<file path="src/design/chrm_ram.sv">
// Generic single-port-write RAM with a registered read port.
`default_nettype none
module chrm_ram #(
    parameter int unsigned WIDTH = 128,
    parameter int unsigned DEPTH = 16,
    parameter int unsigned AW    = 4
) (
    input  wire logic             clk,
    input  wire logic             we,
    input  wire logic [AW-1:0]    waddr,
    input  wire logic [WIDTH-1:0] wdata,
    input  wire logic [AW-1:0]    raddr,
    output logic      [WIDTH-1:0] rdata
);

    logic [WIDTH-1:0] mem [DEPTH];

    always_ff @(posedge clk)
    begin
        if (we)
        begin
            mem[waddr] <= wdata;
        end
        rdata <= mem[raddr];
    end

endmodule
`default_nettype wire

</file>
<file path="config.mk">
export PLATFORM = sky130hd
export DESIGN_NAME = chrm_ram
export DESIGN_NICKNAME = d
export VERILOG_FILES = /design/src/design/chrm_ram.sv
export SDC_FILE = /design/constraint.sdc
export NUM_CORES = 1
export LEC_CHECK = 0
export BUFFER_PORTS_ARGS = -buffer_cell sky130_fd_sc_hd__buf_2
export CORE_ASPECT_RATIO = 1.75
export CORE_MARGIN = 5
export CORE_UTILIZATION = 35
export DETAILED_ROUTE_END_ITERATION = 16
export PLACE_DENSITY = 0.6
export SYNTH_ARGS = -nofsm -noshare
export SYNTH_HDL_FRONTEND = slang
export SYNTH_SLANG_ARGS = --single-unit
</file>
<file path="constraint.sdc">
create_clock -name clk -period 25.7 [get_ports clk]
set_input_delay 5.14 -clock clk [delete_from_list [all_inputs] [get_ports clk]]
set_output_delay 5.14 -clock clk [all_outputs]
set_load 0.05 [all_outputs]
</file>
Word-level counts from Yosys, hierarchy flattened
Memories as Yosys holds them, arrays and structs flattened. A register that Yosys moved wholly into a read port is not among the register bits.
Cells that the tools add are included.
{"block": "totals", "ramBits": 2048, "register_bits": 0, "memories": 1, "wordCells": 3}
{"name": "mem", "words": 16, "word_bits": 128, "rd": 1, "rd_ports_with_merged_regs": 1, "write_ports": 1, "line": "16", "text": "logic [WIDTH-1:0] mem [DEPTH];"}
{"block": "classes", "n_mux": 2}
{"operator": "2-to-1 mux 1 bit", "count": 2}

Logic depth before layout (Yosys ltp)
{"block": "logic_depth", "depth_word": 2, "mapped_depth": 7}

Worst setup path before layout
Ideal clock, no wire load.
{"block": "synth_timing", "kind": "input to register", "start": "input waddr[2]", "end": "memory mem[0][0], enable pin", "required_time_ps": 24926, "arrival_time_ps": 14293, "path_stages": 2, "slack_ps": 10633, "path_cell_list": "or3b_2 -> nor3_1"}
{"element": "start, declared", "line": "10", "text": "input wire logic [AW-1:0] waddr,"}
{"element": "end, declared", "line": "16"}
Straight into the memory's write port.

==> flow_summary.toml <==
[status]
status = "completed"

[sta]
fmax_ghz = 0.117
post-route-period-util_pct = 33.3
fin_crit_ps = 8560
worst_pin_slew_ps = 1180
setup_tns_ps = 0
slew_headroom_pct = 21.5
setup_violations = 0
worst_slack_ps = 17140
rsz0062_at_grt = "no"
finalHoldViolations = 0
fin_skew_ps = 30.0
drv_slew = 0

[synthesis]
synth_area_leaders = "edfxtp_1 (77%), mux4_2 (14%), dfxtp_1 (3.2%)"
synth_fp_nets = 3495
syn_avg_cell_area_sq_um = 23.7
yosys.area.top_type_share_pct = 77.4
syn-cell-area_sq_um = 79400
ys_ff_latch = 2176
yosysTopAreaCell = "edfxtp_1"
yosysSeqAreaShare_pct = 80.6
synth.distinct_cells = 25
ys_warn_count = 0
syn_inst = 3357

[routing]
avgRoutedWirePerCell_microns = 28.4
viasPerCell = 5.22
drtPass1Iterations = 7
first_iter_violations = 3298
drc = 0
vias = 36300
drt_wl_total_mm = 197
ant_nets = 0

[worst_setup_path]
crit_chain = "buf_8 -> buf_4 -> buf_4 -> buf_4 -> mux4_2 -> a22oi_1 -> nand2_1"
worstPathArrival_ps = 9270
crit_type = "input port to flip-flop"
crit_slowest_cell = "buf_4"
crit_path_frequent_cell = "buf_4"
reg2reg_slack_ps = 24160
crit_required_ps = 26410
cp-end-kind = "flip-flop"
critical_path_peak_fanout = 72
critPathLaunchType = "input port"
timing.rr.end = "rdata[42]$_DFF_P_"
cpPeakStageDelay_ps = 860
r2r_cells = 3
worstReg2RegStart = "mem[7][42]$_DFFE_PP_"

[cells_and_area]
fillCellCount = 19800
layoutNonFillerInstCount = 6949
utilization_pct = 40.5
nNetsFinal = 3873
synthToLayoutAreaGrowth_pct = 15.2
drive_gt1_share_pct = 31.3

[floorplanning]
dieArea_sq_um = 237000
rows = 231
die_w_microns = 370
initial_utilization_pct = 35.2
die_height_microns = 640
core_sq_um = 226000
ios = 266

[clock_network]
cts-root-buf = "clkbuf_16"
h-tree-depth = 4
cts_tree = "done"
cts_buffers = 204
ctsResizeCount = 0
cts.clk_slew.worst_paths_ps = 60
cts.sinks = 2176
postCtsHoldBufs = 0
cts_setup_buffers = 0
clk_latency_ps = 830
clock_path_buffers = 4

[global_routing]
grt_pass1_vias = 38700
grt_start_max_net_pins = 159
overflow = 0
antenna_found_initial = 70
grt_pass1_wl_mm = 283
grt_usage_pct = 16.5

[pwr]
swShare_pct = 21.6
power_frac_seq_pct = 53.1
power_density_nw_per_um2 = 82.3
ir_worst_vdd_v = 0.0000484
combPwrFrac_pct = 5.6
power_switching_mw = 1.62
clockPowerShare_pct = 41.2
power.internal_mw = 5.90
power.total_mw = 7.53
p_leak_nw = 29.0

[placement]
gp_congestion = 0.703
hpwlAfterDp_mm = 103
placed_cells = 6558
portBuffers = 265
place_ws_ps = 16030

[worst_hold_path]
hold_path_end = "rdata[99]$_DFF_P_"
hp-start = "mem[4][99]$_DFFE_PP_"
hold_depth = 3
min_path_type = "flip-flop to flip-flop"

[flow_run]
drv_cap = 0
-- metrics by stage --
| step | hold slack [ps] | instance area (sq um) |
|---|---|---|
| floorplan | 635 | 79400 |
| global placement | 652 | 84600 |
| detailed placement | 655 | 84600 |
| CTS | 663 | 91500 |
| global route | 690 | 91500 |
| finish | 653 | 91500 |
-- logic make-up (layout without fill, tap and decap cells) --
kind of cell / Yosys count / after routing / synth area share (%)
AOI/OAI and AO/OA: 273 / 273 / 2.59
buffers and inverters: 176 / 718 / 1.08
DFF: 2176 / 2176 / 80.6
muxes: 565 / 565 / 14.7
other: 0 / 21 / 0
and+or+nand+nor: 167 / 167 / 0.967
-- power by group through the flow --
stage | clock network, mW | registers (mW) | logic [mW]
final | 3.10 | 4.00 | 0.423
after global routing | 3.32 | 4.01 | 0.454
after CTS | 3.18 | 4.00 | 0.434
after detailed placement | 0 | 4.08 | 0.433
after global placement | 0 | 4.08 | 0.429
after floorplan | 0 | 4.15 | 0.191
-- placed cells by master, fill, tap and decap left out, drive strengths merged, types with 12 or more instances in the layout --
cell type  Yosys  routed
a221oi        12      12
a22oi        215     215
buf          111     348
bufinv         0      27
clkbuf        65     265
clkinv         0      69
dfxtp        128     128
diode          0      21
edfxtp      2048    2048
mux2          64      64
mux2i         24      24
mux4         477     477
nand2         95      95
nand2b        16      16
nor2          15      15
nor2b         29      29
o21ai         17      17
o221ai        23      23
-- state kept, by name, summed over array words and instances, names as in the netlist --
signal  count
mem      2048
rdata     128
-- cells in the mapped netlist --
library cell / count
o221ai_1: 23
buf_4: 12
a22oi_1: 215
buf_1: 7
nand3_1: 1
mux2i_1: 24
a221oi_1: 12
clkbuf_1: 65
nand2_1: 95
o22a_1: 6
edfxtp_1: 2048
nand3b_1: 2
nor2b_1: 29
or2_2: 1
or3b_2: 1
buf_6: 6
mux4_2: 477
nor3_1: 4
buf_2: 86
o21ai_0: 17
dfxtp_1: 128
nand2b_1: 16
mux2_2: 64
nor2_1: 15
and2_1: 3
-- how the worst max path moves through the flow --
stage                   from                  end  cells past startpoint
floorplan           waddr[2]  mem[0][0]$_DFFE_PP_                      2
global placement    raddr[0]    rdata[74]$_DFF_P_                      7
detailed placement  raddr[0]    rdata[74]$_DFF_P_                      7
CTS                 raddr[0]    rdata[74]$_DFF_P_                      7
global route        raddr[0]    rdata[74]$_DFF_P_                      7
finish              raddr[0]    rdata[74]$_DFF_P_                      7
-- worst max-delay path, delay by kind of cell --
family	cells	cell delay, ps
buffers and inverters	4	2960
multiplexers	1	600
AO/OA/AOI/OAI	1	270
AND/OR/NAND/NOR	1	120
-- final cells by class --
class | count | area (sq um) | share of cell area [%]
clock buffer | 265 | 5550 | 6.06
timing repair buffer | 348 | 2070 | 2.26
antenna | 21 | 52.6 | 0.0574
multi-input combinational | 1005 | 14700 | 16.0
tap | 3029 | 3790 | 4.14
clock inverter | 105 | 1320 | 1.44
sequential | 2176 | 64100 | 70.0
-- per-layer routing --
layer / vias to the layer above / GRT usage, % / wire [microns]
li1: 15100 / - / -
met1: 19800 / 21.1 / 78500
met2: 1015 / 29.1 / 102000
met3: 336 / 3.14 / 11800
met4: 36 / 4.15 / 4480
met5: - / 0 / 204
Note: power is estimated with default switching activity, not from simulation.
